$ cat config.mk
export PLATFORM = sky130hd
export DESIGN_NAME = escaped_api_tx_frame_builder_unit
export DESIGN_NICKNAME = d
export VERILOG_FILES = /design/src/eatfb_pkg.sv /design/src/eatfb_front.sv /design/src/eatfb_queue.sv /design/src/eatfb_back.sv /design/src/escaped_api_tx_frame_builder_unit.sv
export SDC_FILE = /design/constraint.sdc
export NUM_CORES = 1
export LEC_CHECK = 0
export ABC_CLOCK_PERIOD_IN_PS = 12900
export BUFFER_PORTS_ARGS = -buffer_cell sky130_fd_sc_hd__buf_2
export CAP_MARGIN = 15
export CORE_ASPECT_RATIO = 1.4
export CORE_MARGIN = 2
export CORE_UTILIZATION = 30
export CTS_BUF_LIST = sky130_fd_sc_hd__clkbuf_8
export DETAILED_ROUTE_END_ITERATION = 8
export MAX_ROUTING_LAYER = met4
export PLACE_DENSITY_LB_ADDON = 0.05
export SLEW_MARGIN = 20
export SYNTH_ARGS = -nofsm -noshare
export SYNTH_HDL_FRONTEND = slang
export SYNTH_SLANG_ARGS = --single-unit
$ cat constraint.sdc
create_clock -name clock -period 12.9 [get_ports clock]
set_clock_uncertainty 0.05 [all_clocks]
set_input_delay 1.935 -clock clock [delete_from_list [all_inputs] [get_ports clock]]
set_output_delay 1.935 -clock clock [all_outputs]
set_load 0.05 [all_outputs]
$ cat src/eatfb_pkg.sv
// Shared types and constants for the escaped API transmit frame builder.
// No dependencies; the other source files, apart from the macro header, refer to it by scoped names.
package eatfb_pkg;

   typedef struct packed {
      logic [1:0]  command;
      logic [63:0] dest_address;
      logic [15:0] payload_length;
      logic [7:0]  data_byte;
   } req_type;

   typedef struct packed {
      logic [7:0] out_byte;
      logic       frame_end;
      logic       run_last;
   } rsp_type;

   localparam logic [1:0] CMD_START   = 2'd0;
   localparam logic [1:0] CMD_PAYLOAD = 2'd1;
   localparam logic [1:0] CMD_FINISH  = 2'd2;

   localparam logic [1:0] CSR_FRAME_IDENT      = 2'd0;
   localparam logic [1:0] CSR_BROADCAST_RADIUS = 2'd1;
   localparam logic [1:0] CSR_TX_OPTIONS       = 2'd2;

   typedef enum logic [1:0] {
      JOB_START  = 2'd0,
      JOB_DATA   = 2'd1,
      JOB_FINISH = 2'd2
   } job_kind_type;

   typedef struct packed {
      job_kind_type kind;
      logic [63:0]  dest_address;
      logic [15:0]  frame_length;
      logic [7:0]   data_byte;
   } job_type;

   typedef struct packed {
      logic [7:0] frame_ident;
      logic [7:0] broadcast_radius;
      logic [7:0] tx_options;
   } cfg_type;

   localparam logic [7:0]  START_DELIM       = 8'h7E;
   localparam logic [7:0]  ESC_BYTE          = 8'h7D;
   localparam logic [7:0]  XON_BYTE          = 8'h11;
   localparam logic [7:0]  XOFF_BYTE         = 8'h13;
   localparam logic [7:0]  ESC_MASK          = 8'h20;
   localparam logic [7:0]  FRAME_TYPE_TX     = 8'h10;
   localparam logic [7:0]  RSVD_HI           = 8'hFF;
   localparam logic [7:0]  RSVD_LO           = 8'hFE;
   localparam logic [7:0]  CHECKSUM_BASE     = 8'hFF;
   localparam logic [7:0]  FRAME_IDENT_RESET = 8'h01;
   localparam logic [15:0] LENGTH_OVERHEAD   = 16'd14;

   // Raw header byte positions (start delimiter is position zero).
   localparam logic [4:0] HDR_LEN_HI     = 5'd1;
   localparam logic [4:0] HDR_LEN_LO     = 5'd2;
   localparam logic [4:0] HDR_TYPE       = 5'd3;
   localparam logic [4:0] HDR_IDENT      = 5'd4;
   localparam logic [4:0] HDR_ADDR_FIRST = 5'd5;
   localparam logic [4:0] HDR_ADDR_LAST  = 5'd12;
   localparam logic [4:0] HDR_RSVD_HI    = 5'd13;
   localparam logic [4:0] HDR_RSVD_LO    = 5'd14;
   localparam logic [4:0] HDR_RADIUS     = 5'd15;
   localparam logic [4:0] HDR_OPTIONS    = 5'd16;

   // Wire beats a start item may produce; the rest spill to the next item.
   localparam logic [4:0] START_WIRE_CAP = 5'd27;

   function automatic logic needs_escape(input logic [7:0] b);
      needs_escape = (b == START_DELIM) || (b == ESC_BYTE) ||
                     (b == XON_BYTE) || (b == XOFF_BYTE);
   endfunction

endpackage

$ cat src/eatfb_front.sv
// Front end: accepts request beats, tracks whether a frame is open, turns
// starts and in-frame beats into queue jobs and drops the rest. Depends on eatfb_pkg.
module eatfb_front (
   input  logic                clock,
   input  logic                reset,
   input  logic                req_valid,
   output logic                req_ready,
   input  eatfb_pkg::req_type  req,
   output logic                push_valid,
   input  logic                push_ready,
   output eatfb_pkg::job_type  push_job
);

   logic frame_open_ff;
   logic frame_open_in;
   logic push_wanted;
   logic accept;

   assign req_ready = push_ready;
   assign accept    = req_valid && push_ready;
   assign push_valid = req_valid && push_wanted;

   always_comb begin
      push_job.dest_address = req.dest_address;
      push_job.frame_length = req.payload_length + eatfb_pkg::LENGTH_OVERHEAD;
      push_job.data_byte    = req.data_byte;
      push_job.kind         = eatfb_pkg::JOB_DATA;
      push_wanted           = 1'b0;
      frame_open_in         = frame_open_ff;
      case (req.command)
         eatfb_pkg::CMD_START: begin
            push_job.kind = eatfb_pkg::JOB_START;
            push_wanted   = 1'b1;
            if (accept) begin
               frame_open_in = 1'b1;
            end
         end
         eatfb_pkg::CMD_PAYLOAD: begin
            push_job.kind = eatfb_pkg::JOB_DATA;
            push_wanted   = frame_open_ff;
         end
         eatfb_pkg::CMD_FINISH: begin
            push_job.kind = eatfb_pkg::JOB_FINISH;
            push_wanted   = frame_open_ff;
            if (accept) begin
               frame_open_in = 1'b0;
            end
         end
         default: begin
            // drop: no job, no change
            push_wanted = 1'b0;
         end
      endcase
   end

   always_ff @(posedge clock) begin
      if (reset) begin
         frame_open_ff <= 1'b0;
      end else begin
         frame_open_ff <= frame_open_in;
      end
   end

endmodule

$ cat src/eatfb_queue.sv
// Short job queue between the front end and the byte sequencer.
// Register storage with wrapping pointers. Depends on eatfb_pkg.
module eatfb_queue #(
   parameter int DEPTH = 2
) (
   input  logic               clock,
   input  logic               reset,
   input  logic               in_valid,
   output logic               in_ready,
   input  eatfb_pkg::job_type in_job,
   output logic               out_valid,
   input  logic               out_ready,
   output eatfb_pkg::job_type out_job
);

   localparam int PTR_W = (DEPTH > 1) ? $clog2(DEPTH) : 1;
   localparam int CNT_W = $clog2(DEPTH + 1);

   eatfb_pkg::job_type slot_ff [DEPTH];
   logic [PTR_W-1:0]   wr_ptr_ff, wr_ptr_in;
   logic [PTR_W-1:0]   rd_ptr_ff, rd_ptr_in;
   logic [CNT_W-1:0]   count_ff, count_in;
   logic               push;
   logic               pop;

   assign in_ready  = (count_ff != CNT_W'(DEPTH));
   assign out_valid = (count_ff != '0);
   assign out_job   = slot_ff[rd_ptr_ff];
   assign push      = in_valid && in_ready;
   assign pop       = out_valid && out_ready;

   always_comb begin
      wr_ptr_in = wr_ptr_ff;
      rd_ptr_in = rd_ptr_ff;
      count_in  = count_ff;
      if (push) begin
         wr_ptr_in = (wr_ptr_ff == PTR_W'(DEPTH - 1)) ? '0 : wr_ptr_ff + 1'b1;
      end
      if (pop) begin
         rd_ptr_in = (rd_ptr_ff == PTR_W'(DEPTH - 1)) ? '0 : rd_ptr_ff + 1'b1;
      end
      if (push && !pop) begin
         count_in = count_ff + 1'b1;
      end else if (pop && !push) begin
         count_in = count_ff - 1'b1;
      end
   end

   always_ff @(posedge clock) begin
      if (reset) begin
         wr_ptr_ff <= '0;
         rd_ptr_ff <= '0;
         count_ff  <= '0;
      end else begin
         wr_ptr_ff <= wr_ptr_in;
         rd_ptr_ff <= rd_ptr_in;
         count_ff  <= count_in;
      end
   end

   always_ff @(posedge clock) begin
      if (push) begin
         slot_ff[wr_ptr_ff] <= in_job;
      end
   end

endmodule

$ cat src/eatfb_back.sv
// Back end: expands jobs into escaped wire beats, one per cycle unless rsp stalls,
// keeps the running checksum and the header spill position. Depends on eatfb_pkg.
module eatfb_back (
   input  logic               clock,
   input  logic               reset,
   input  eatfb_pkg::cfg_type cfg,
   input  logic               job_valid,
   output logic               job_ready,
   input  eatfb_pkg::job_type job,
   output logic               rsp_valid,
   input  logic               rsp_ready,
   output eatfb_pkg::rsp_type rsp
);

   logic                    job_valid_ff, job_valid_in;
   eatfb_pkg::job_kind_type job_kind_ff, job_kind_in;
   logic [7:0]              job_byte_ff, job_byte_in;
   logic                    esc_ff, esc_in;
   logic [63:0]             hdr_addr_ff, hdr_addr_in;
   logic [15:0]             hdr_len_ff, hdr_len_in;
   eatfb_pkg::cfg_type      hdr_cfg_ff, hdr_cfg_in;
   logic [4:0]              hdr_idx_ff, hdr_idx_in;
   logic                    hdr_pend_ff, hdr_pend_in;
   logic [4:0]              wire_cnt_ff, wire_cnt_in;
   logic [7:0]              sum_ff, sum_in;
   logic                    rsp_valid_ff, rsp_valid_in;
   eatfb_pkg::rsp_type      rsp_ff, rsp_in;

   logic       emit_go;
   logic [7:0] hdr_raw;
   logic [7:0] raw;
   logic       needs;
   logic       raw_done;
   logic [7:0] wire_byte;
   logic       summed;
   logic       hdr_last;
   logic       start_cap;
   logic       job_done;

   assign emit_go   = job_valid_ff && (!rsp_valid_ff || rsp_ready);
   assign rsp_valid = rsp_valid_ff;
   assign rsp       = rsp_ff;

   always_comb begin
      case (hdr_idx_ff)
         5'd0:                     hdr_raw = eatfb_pkg::START_DELIM;
         eatfb_pkg::HDR_LEN_HI:    hdr_raw = hdr_len_ff[15:8];
         eatfb_pkg::HDR_LEN_LO:    hdr_raw = hdr_len_ff[7:0];
         eatfb_pkg::HDR_TYPE:      hdr_raw = eatfb_pkg::FRAME_TYPE_TX;
         eatfb_pkg::HDR_IDENT:     hdr_raw = hdr_cfg_ff.frame_ident;
         5'd5, 5'd6, 5'd7, 5'd8,
         5'd9, 5'd10, 5'd11, 5'd12: hdr_raw = hdr_addr_ff[63:56];
         eatfb_pkg::HDR_RSVD_HI:   hdr_raw = eatfb_pkg::RSVD_HI;
         eatfb_pkg::HDR_RSVD_LO:   hdr_raw = eatfb_pkg::RSVD_LO;
         eatfb_pkg::HDR_RADIUS:    hdr_raw = hdr_cfg_ff.broadcast_radius;
         eatfb_pkg::HDR_OPTIONS:   hdr_raw = hdr_cfg_ff.tx_options;
         default:                  hdr_raw = 8'h00;
      endcase
   end

   always_comb begin
      // pick the raw byte: pending header first, then the checksum for a finish job or the job's own byte
      if (hdr_pend_ff) begin
         raw = hdr_raw;
      end else if (job_kind_ff == eatfb_pkg::JOB_FINISH) begin
         raw = eatfb_pkg::CHECKSUM_BASE - sum_ff;
      end else begin
         raw = job_byte_ff;
      end
      needs     = (!hdr_pend_ff || (hdr_idx_ff != 5'd0)) && eatfb_pkg::needs_escape(raw);
      raw_done  = esc_ff || !needs;
      wire_byte = esc_ff ? (raw ^ eatfb_pkg::ESC_MASK) : (needs ? eatfb_pkg::ESC_BYTE : raw);
      summed    = hdr_pend_ff ? (hdr_idx_ff >= eatfb_pkg::HDR_TYPE)
                              : (job_kind_ff == eatfb_pkg::JOB_DATA);
      hdr_last  = hdr_pend_ff && raw_done && (hdr_idx_ff == eatfb_pkg::HDR_OPTIONS);
      start_cap = (job_kind_ff == eatfb_pkg::JOB_START) &&
                  (wire_cnt_ff == eatfb_pkg::START_WIRE_CAP - 5'd1);
      case (job_kind_ff)
         eatfb_pkg::JOB_START: job_done = hdr_last || start_cap;
         default:              job_done = !hdr_pend_ff && raw_done;
      endcase
   end

   assign job_ready = !job_valid_ff || (emit_go && job_done);

   always_comb begin
      job_valid_in = job_valid_ff;
      job_kind_in  = job_kind_ff;
      job_byte_in  = job_byte_ff;
      esc_in       = esc_ff;
      hdr_addr_in  = hdr_addr_ff;
      hdr_len_in   = hdr_len_ff;
      hdr_cfg_in   = hdr_cfg_ff;
      hdr_idx_in   = hdr_idx_ff;
      hdr_pend_in  = hdr_pend_ff;
      wire_cnt_in  = wire_cnt_ff;
      sum_in       = sum_ff;
      rsp_in       = rsp_ff;
      rsp_valid_in = rsp_ready ? 1'b0 : rsp_valid_ff;

      if (emit_go) begin
         rsp_valid_in     = 1'b1;
         rsp_in.out_byte  = wire_byte;
         rsp_in.frame_end = (job_kind_ff == eatfb_pkg::JOB_FINISH) && job_done;
         rsp_in.run_last  = job_done;
         esc_in           = !raw_done;
         if (hdr_pend_ff && raw_done) begin
            hdr_idx_in = hdr_idx_ff + 5'd1;
            if ((hdr_idx_ff >= eatfb_pkg::HDR_ADDR_FIRST) &&
                (hdr_idx_ff <= eatfb_pkg::HDR_ADDR_LAST)) begin
               hdr_addr_in = {hdr_addr_ff[55:0], 8'h00};
            end
         end
         if (hdr_last) begin
            hdr_pend_in = 1'b0;
         end
         if (raw_done && summed) begin
            sum_in = sum_ff + raw;
         end
         if ((job_kind_ff == eatfb_pkg::JOB_FINISH) && job_done) begin
            sum_in = 8'h00;
         end
         if (job_kind_ff == eatfb_pkg::JOB_START) begin
            wire_cnt_in = wire_cnt_ff + 5'd1;
         end
      end

      if (job_ready) begin
         job_valid_in = job_valid;
         if (job_valid) begin
            job_kind_in = job.kind;
            job_byte_in = job.data_byte;
            if (job.kind == eatfb_pkg::JOB_START) begin
               // restart: drop any spill and clear the sum
               hdr_addr_in = job.dest_address;
               hdr_len_in  = job.frame_length;
               hdr_cfg_in  = cfg;
               hdr_idx_in  = 5'd0;
               hdr_pend_in = 1'b1;
               esc_in      = 1'b0;
               wire_cnt_in = 5'd0;
               sum_in      = 8'h00;
            end
         end
      end
   end

   always_ff @(posedge clock) begin
      if (reset) begin
         job_valid_ff <= 1'b0;
         esc_ff       <= 1'b0;
         hdr_idx_ff   <= 5'd0;
         hdr_pend_ff  <= 1'b0;
         wire_cnt_ff  <= 5'd0;
         sum_ff       <= 8'h00;
         rsp_valid_ff <= 1'b0;
      end else begin
         job_valid_ff <= job_valid_in;
         esc_ff       <= esc_in;
         hdr_idx_ff   <= hdr_idx_in;
         hdr_pend_ff  <= hdr_pend_in;
         wire_cnt_ff  <= wire_cnt_in;
         sum_ff       <= sum_in;
         rsp_valid_ff <= rsp_valid_in;
      end
   end

   always_ff @(posedge clock) begin
      job_kind_ff <= job_kind_in;
      job_byte_ff <= job_byte_in;
      hdr_addr_ff <= hdr_addr_in;
      hdr_len_ff  <= hdr_len_in;
      hdr_cfg_ff  <= hdr_cfg_in;
      rsp_ff      <= rsp_in;
   end

endmodule

$ cat src/escaped_api_tx_frame_builder_unit.sv
// Top level of the escaped API transmit-request frame builder.
// Instantiates eatfb_front, eatfb_queue and eatfb_back; uses eatfb_pkg.
//
// Usage:
//   req_*  : command beats. Start carries dest_address and payload_length,
//            payload carries data_byte, finish closes the frame.
//   rsp_*  : one wire byte per beat, escaped; frame_end marks the checksum
//            byte, run_last the final beat caused by one request beat.
//   csr_*  : write frame_ident, broadcast_radius, tx_options while idle.
// Path: an accepted req beat reaches rsp through the queue register, the
//   sequencer job register, then the sequencer output register.
// Throughput: the sequencer emits one wire byte per cycle unless rsp stalls.
//   A payload beat yields one wire byte, or two if escaped, plus up to 3 header
//   bytes spilled from the start beat; a start beat yields 17 to 27 wire bytes;
//   the back end's byte rate sets the pace; the queue accepts until it is full.
// Reset: no frame open, queue empty, checksum zero, registers at defaults.
// Stall: when rsp_ready is low the output beat holds, the sequencer halts,
//   the queue fills and then req_ready drops.
module escaped_api_tx_frame_builder_unit #(
   parameter int QUEUE_DEPTH = 2
) (
   input  logic               clock,
   input  logic               reset,
   input  logic               req_valid,
   output logic               req_ready,
   input  eatfb_pkg::req_type req,
   output logic               rsp_valid,
   input  logic               rsp_ready,
   output eatfb_pkg::rsp_type rsp,
   input  logic               csr_wr_en,
   input  logic [1:0]         csr_index,
   input  logic [7:0]         csr_wdata
);

   eatfb_pkg::cfg_type cfg_ff, cfg_in;
   logic               push_valid;
   logic               push_ready;
   eatfb_pkg::job_type push_job;
   logic               pop_valid;
   logic               pop_ready;
   eatfb_pkg::job_type pop_job;

   // Register writes: indexes beyond the list are dropped.
   always_comb begin
      cfg_in = cfg_ff;
      if (csr_wr_en) begin
         case (csr_index)
            eatfb_pkg::CSR_FRAME_IDENT:      cfg_in.frame_ident      = csr_wdata;
            eatfb_pkg::CSR_BROADCAST_RADIUS: cfg_in.broadcast_radius = csr_wdata;
            eatfb_pkg::CSR_TX_OPTIONS:       cfg_in.tx_options       = csr_wdata;
            default:                         cfg_in                  = cfg_ff;
         endcase
      end
   end

   always_ff @(posedge clock) begin
      if (reset) begin
         cfg_ff.frame_ident      <= eatfb_pkg::FRAME_IDENT_RESET;
         cfg_ff.broadcast_radius <= 8'h00;
         cfg_ff.tx_options       <= 8'h00;
      end else begin
         cfg_ff <= cfg_in;
      end
   end

   // Classify beats and drop those outside a frame.
   eatfb_front u_front (
      .clock      (clock),
      .reset      (reset),
      .req_valid  (req_valid),
      .req_ready  (req_ready),
      .req        (req),
      .push_valid (push_valid),
      .push_ready (push_ready),
      .push_job   (push_job)
   );

   // Decouple classification from byte sequencing.
   eatfb_queue #(
      .DEPTH (QUEUE_DEPTH)
   ) u_queue (
      .clock     (clock),
      .reset     (reset),
      .in_valid  (push_valid),
      .in_ready  (push_ready),
      .in_job    (push_job),
      .out_valid (pop_valid),
      .out_ready (pop_ready),
      .out_job   (pop_job)
   );

   // Expand jobs into escaped wire beats.
   eatfb_back u_back (
      .clock     (clock),
      .reset     (reset),
      .cfg       (cfg_ff),
      .job_valid (pop_valid),
      .job_ready (pop_ready),
      .job       (pop_job),
      .rsp_valid (rsp_valid),
      .rsp_ready (rsp_ready),
      .rsp       (rsp)
   );

endmodule

* After elaboration in Yosys (flattened, before gate mapping) *
Memory sizes are Yosys's and may differ from the RTL's. A register that Yosys moved wholly into a read port is not among the register bits.
Index checks and enable logic that the tools add are counted.

storage, ports and cells
  register bits = 175
  bits in latches = 0
  RAM bits = 180
  bits in read-only memories = 0
  output and inout port bits = 12
  word-level logic and storage cells = 170
  memories kept = 1

cells by class
  add/subtract/negate cells = 9
  multipliers = 0
  divide/modulo/power cells = 0
  $lt $le $gt $ge = 3
  equality and inequality tests = 30
  shifts and indexed selects = 0
  mux-type cells = 53
  bitwise gates (word level) = 1
  reduce and logical (&&, ||, !) cells = 49

memories
  memory           words  width  rd ports  clocked after Yosys merged registers in  write ports  RTL line           RTL
  u_queue.slot_ff  2      90     1         1                                        1            eatfb_queue.sv:19  eatfb_pkg::job_type slot_ff [DEPTH];

operators with widths
  cell                                                  number
  two-way mux 64 bit                                    6
  two-way mux 8 bit                                     10
  one-hot mux 8 bit (10 select lines)                   1
  two-way mux 5 bit                                     10
  equality test 5 x 4 -> 1 bit (second input constant)  8
  two-way mux 1 bit                                     21
  equality test 5 x 3 -> 1 bit (second input constant)  4
  adder 16 x 4 -> 16 bit (second input constant)        1
  equality test 8 x 5 -> 1 bit (second input constant)  2
  equality test 8 x 7 -> 1 bit (second input constant)  2
  logical AND 1 bit                                     16
  adder 5 x 1 -> 5 bit (second input constant)          2
  equality test 5 x 2 -> 1 bit (second input constant)  2
  equality test 5 bit (second input constant)           2
  adder 8 bit                                           1
  logical NOT 2 bit                                     4
  logical OR 1 bit                                      8
  AND reduction 2 bit                                   4
  nonzero test 2 bit                                    4
  OR reduction 8 bit                                    1
  subtractor 8 bit (first input constant)               1
  logical NOT 1 bit                                     7
  equality test 2 x 1 -> 1 bit (second input constant)  3
  equality test 2 bit (second input constant)           3
  other kinds (17)                                      22

* Longest topological paths before layout *
  depth after elaboration = 21
  mapped depth = 21

* Cells and area by module *
From an unflattened synthesis, not the netlist that was laid out.

second synthesis, totals
  cell total of the unflattened synthesis = 1135
  area total of the unflattened synthesis = 15195.8 µm²

by module, submodules not included
  module                             times used  cells an instance  area an instance (µm²)  sequential area each (µm²)
  eatfb_queue                        1           304                6713.9                  5505.3
  eatfb_back                         1           617                6513.7                  3523.4
  escaped_api_tx_frame_builder_unit  1           91                 988.4                   480.5
  eatfb_front                        1           123                979.7                   20.0

* Worst setup path before layout *
OpenSTA, ideal clock, no wires.

  path kind = input-to-reg
  from = input req[88] (netlist name)
  to = memory u_queue.slot_ff[0][0] (netlist name) (enable)
  setup time = 760 ps
  arrival = 10801 ps
  slack = 1289 ps
  cell stages on the path = 4
  path through = inv_1 ha_1 a21oi_1 nor4_1

between the ends
  word-level cells in the longest chain between the ends = 7
  elaborated cells between the ends (all ways) = 9

ends and longest elaborated chain
  item                                                                 RTL line                                 RTL
  from (decl)                                                          escaped_api_tx_frame_builder_unit.sv:26  input eatfb_pkg::req_type req,
  equality test 2 x 1 -> 1 bit or equality test 2 bit (tied branches)  eatfb_front.sv:30                        case (req.command)
  OR reduction 2 bit (no source line)                                  n/a
  one-hot mux 1 bit (2 select lines) *                                 eatfb_front.sv:30
  logical AND 1 bit *                                                  eatfb_front.sv:21                        assign push_valid = req_valid && push_wanted;
  logical AND 1 bit *                                                  eatfb_queue.sv:29                        assign push = in_valid && in_ready;
  two-way mux 1 bit *                                                  eatfb_queue.sv:62                        if (push) begin
  two-way mux 1 bit (implied by the code) *                            eatfb_queue.sv:63                        slot_ff[wr_ptr_ff] <= in_job;
  to (decl)                                                            eatfb_queue.sv:19

Mark *: on every way between the ends. The rest lies on a longest branch, timed or not.

* Worst setup path after layout *
  from = register u_back.hdr_idx_ff[0]
  to = register u_back.hdr_cfg_ff[14] (netlist name) (enable)

between the ends
  word-level cells in the longest chain between the ends = 18
  elaborated cells between the ends (all ways) = 40

ends and longest elaborated chain
  item                                                                          RTL line           RTL
  from (decl)                                                                   eatfb_back.sv:22   logic [4:0] hdr_idx_ff, hdr_idx_in;
  from (signal assigned)                                                        eatfb_back.sv:160  hdr_idx_ff <= hdr_idx_in;
  equality test 5 x 3 -> 1 bit or equality test 5 x 4 -> 1 bit (tied branches)  eatfb_back.sv:45   case (hdr_idx_ff)
  OR reduction 8 bit                                                            eatfb_back.sv:45
  one-hot mux 8 bit (10 select lines)                                           eatfb_back.sv:45
  two-way mux 8 bit                                                             eatfb_back.sv:63   if (hdr_pend_ff) begin
  equality test 8 x 7 -> 1 bit                                                  eatfb_pkg.sv:73    needs_escape = (b == START_DELIM) || (b == ESC_BYTE) ||
  logical OR 1 bit (2 in series)                                                eatfb_pkg.sv:73
  logical OR 1 bit                                                              eatfb_pkg.sv:74    (b == XON_BYTE) || (b == XOFF_BYTE);
  logical AND 1 bit                                                             eatfb_back.sv:70   needs = (!hdr_pend_ff || (hdr_idx_ff != 5'd0)) && eatfb_pkg::needs_escape(raw);
  logical NOT 1 bit                                                             eatfb_back.sv:71   raw_done = esc_ff || !needs;
  logical OR 1 bit                                                              eatfb_back.sv:71
  logical AND 1 bit (2 in series)                                               eatfb_back.sv:75   hdr_last = hdr_pend_ff && raw_done && (hdr_idx_ff == eatfb_pkg::HDR_OPTIONS);
  logical OR 1 bit                                                              eatfb_back.sv:79   eatfb_pkg::JOB_START: job_done = hdr_last || start_cap;
  two-way mux 1 bit *                                                           eatfb_back.sv:78   case (job_kind_ff)
  logical AND 1 bit *                                                           eatfb_back.sv:84   assign job_ready = !job_valid_ff || (emit_go && job_done);
  logical OR 1 bit *                                                            eatfb_back.sv:84
  AND reduction 3 bit (no source line) *                                        n/a
  to (signal assigned)                                                          eatfb_back.sv:173  hdr_cfg_ff <= hdr_cfg_in;
  to (decl)                                                                     eatfb_back.sv:21   eatfb_pkg::cfg_type hdr_cfg_ff, hdr_cfg_in;

Marks and branches as above.
A chain may end at the register's enable or synchronous reset.

==> results.sh <==
export IMPL_outcome="finished, final reports clean"
export IMPL_finalHoldViolations=0
export IMPL_start_util_pct=30.3
export IMPL_drive_gt1_share_pct=20.5
export IMPL_dp_hpwl_um=26300
export IMPL_synthCells=1177
export IMPL_core_area_mm2=0.0499
export IMPL_startpoint="u_back.hdr_idx_ff[0]"
export IMPL_timing_rr_start="u_back.hdr_idx_ff[0]"
export IMPL_drtIter0Drc=600
export IMPL_ir_drop_mv=0.123
export IMPL_clkTransAtPathRegs_ps=60
export IMPL_startpoint_type="flip-flop"
export IMPL_drcViolationCount=0
export IMPL_slowest_delay_ps=890
export IMPL_maxCapViolCount=0
export IMPL_finalWeightedCongestion=0.857
export IMPL_synthArstFlopShare_pct=0
export IMPL_wl_per_cell_um=21.3
export IMPL_grt_pass1_vias=10300
export IMPL_cts_tree="done"
export IMPL_required_ps=12940
export IMPL_setup_viol=0
export IMPL_synth_edf_count=240
export IMPL_finalNetCount=1394
export IMPL_syn2layout_area_growth_pct=15.0
export IMPL_ys_warnings_count=0
export IMPL_stdcell_count=1962
export IMPL_synth_seq_cells=356
export IMPL_arrival_ps=5900
export IMPL_p_leak_nw=5.94
export IMPL_ys_seq_area_share_pct=63.1
export IMPL_timing_critical_path_cells="inv_1 -> ha_1 -> a2111oi_4 -> nor4_1 -> o41ai_2 -> inv_2 -> or4_4 -> a211oi_4 -> buf_4 -> or2_2 -> buf_4 -> clkinv_2"
export IMPL_synth_nets=1302
export IMPL_max_freq_mhz=171
export IMPL_root_buffer="clkbuf_8"
export IMPL_ant_nets=0
export IMPL_path_max_fanout=60
export IMPL_die_w_um=194
export IMPL_min_period_over_period_pct=45.4
export IMPL_cp_common_cell="buf_4"
export IMPL_fin_setup_tns_ps=0
export IMPL_end_kind="flip-flop"
export IMPL_cts_resized=0
export IMPL_rows=97
export IMPL_cts_max_level=2
export IMPL_vias_per_cell=5.05
export IMPL_routed_wl_um=41900
export IMPL_overflow=0
export IMPL_avgSynthCellArea_um2=12.8
export IMPL_dp_cells=1849
export IMPL_port_buffers=116
export IMPL_report_final_slew_viol_count=0
export IMPL_io_pins=117
export IMPL_cts_sinks=356
export IMPL_crit_slowest_cell="clkinv_2"
export IMPL_fin_util_pct=34.8
export IMPL_cts_post_setup_buffers_inserted=0
export IMPL_first_pass_iters=5
export IMPL_grt_usage_pct=16.3
export IMPL_synth_ff_type="edfxtp_1"
export IMPL_grt_pass1_wl_um=63500
export IMPL_vias=9909
export IMPL_cts_buffer_depth=3
export IMPL_min_from="cfg_ff[19]"
export IMPL_cts_inserted_buffers=61
export IMPL_syn_area_mm2=0.0151
export IMPL_crit_type="flip-flop to flip-flop"
export IMPL_worst_pin_slew_ps=1050
export IMPL_ctsHoldBuffers=0
export IMPL_slew_headroom_pct=28.2
export IMPL_p_per_area_mw_per_mm2=194
export IMPL_rsz0062_at_grt="no"
export IMPL_die_h_um=269
export IMPL_yosysUniqueCellTypes=71
export IMPL_p_total_mw=3.36
export IMPL_hold_class="flip-flop to flip-flop"
export IMPL_clock_latency_ps=650
export IMPL_die_area_mm2=0.0521
export IMPL_antenna_found_initial=1
export IMPL_grt_max_degree=92
export IMPL_finalCriticalPeriod_ps=5850
-- cells in the final DEF, fill, tap and decap left out, drive strengths merged, types with 31 or more instances in the layout --
cell type,netlist,layout
nor2b,65,65
edfxtp,240,240
o31ai,65,65
clkbuf,70,69
nor2,55,55
mux2i,39,39
inv,25,47
nand4,64,64
a2111oi,59,59
buf,32,131
dfxtp,116,116
a31oi,63,63
a21oi,31,31
nand2,34,34
-- where the power goes --
part | internal, mW | total, mW | leakage (nW) | switching, mW
registers | 1.44 | 1.56 | 3.15 | 0.123
clock network | 0.546 | 1.01 | 0.709 | 0.466
logic | 0.270 | 0.795 | 2.08 | 0.525
total | 2.25 | 3.36 | 5.94 | 1.11
-- state kept, by name (all words and copies together), names as in the netlist, named ones only --
register	flops
u_back.rsp	10
u_back.hdr_cfg_ff	24
u_queue.rd_ptr_ff	1
u_front.frame_open_ff	1
u_back.hdr_addr_ff	64
u_queue.slot_ff	180
u_back.hdr_pend_ff	1
u_back.hdr_len_ff	16
u_back.sum_ff	8
u_back.wire_cnt_ff	5
u_queue.count_ff	2
u_back.job_valid_ff	1
u_back.hdr_idx_ff	5
u_back.rsp_valid	1
cfg_ff	24
u_back.job_byte_ff	8
u_back.job_kind_ff	2
u_back.esc_ff	1
u_queue.wr_ptr_ff	1
-- final timing paths --
path	to	cells past startpoint	slack, ps
worst max-delay path	u_back.hdr_cfg_ff[14]	12	7050
worst min-delay path	u_back.hdr_cfg_ff[19]	0	380
worst max register to register	u_back.hdr_cfg_ff[14]	12	7050
worst min register to register	u_back.hdr_cfg_ff[19]	0	380
-- metrics by stage --
step / hold slack [ps] / setup WS (ps) / area (um^2)
after global placement: 362 / 7400 / 16200
after CTS: 371 / 7390 / 17400
final: 378 / 7050 / 17400
after floorplan: 351 / 1290 / 15100
after detailed placement: 365 / 7370 / 16200
after global routing: 376 / 6530 / 17400
-- area by class of cell --
type,instances,area [um^2]
Antenna cell,1,2.50
Clock buffer,69,950
Clock inverter,43,251
Fill cell,4972,32500
Inverter,25,95.1
Multi-Input combinational cell,694,5030
Sequential cell,356,9530
Tap cell,643,805
Timing Repair Buffer,131,693
-- cells by family after synthesis --
kind of cell / count (synthesis) / synth area share (%)
mux: 67 / 4.68
xor+xnor: 26 / 1.51
buf+inv: 127 / 3.68
flops: 356 / 63.1
simple gates: 287 / 10.7
fa+ha+maj: 20 / 1.71
compound gates: 294 / 14.6
-- synth_stat cells (12+ instances only) --
cell type,count,share of area (%)
mux2_2,28,2.1
or3_1,12,0.50
dfxtp_1,116,15
o31ai_1,65,3.2
buf_2,12,0.40
xnor2_1,16,0.93
nor2b_1,65,2.7
a21oi_1,30,0.99
clkbuf_1,70,1.7
o21ai_0,20,0.66
mux2i_1,39,2.6
a2111oi_0,57,3.3
inv_1,22,0.55
edfxtp_1,240,48
nand2_1,34,0.85
nor2_1,54,1.3
ha_1,19,1.6
a31oi_1,63,2.6
nand4_1,64,2.7
-- worst max-delay path, delay by kind of cell, from the launching register on --
kind,cells,cell delay (ps)
adder cells (fa/ha/maj),1,390
AND/OR/NAND/NOR,3,940
flip-flops,1,450
buffers and inverters,5,2180
AO/OA/AOI/OAI,3,1160
-- layer usage --
layer  up-vias  global-route usage (%)  part of all wire (%)
met3        88                    2.78                   3.3
met1      4858                    18.3                    40
met4         0                    5.93                   3.1
met5         -                       -                     0
met2       174                    28.9                    54
li1       4789                       -                     -
No activity file was read; power rests on OpenSTA's default activity.
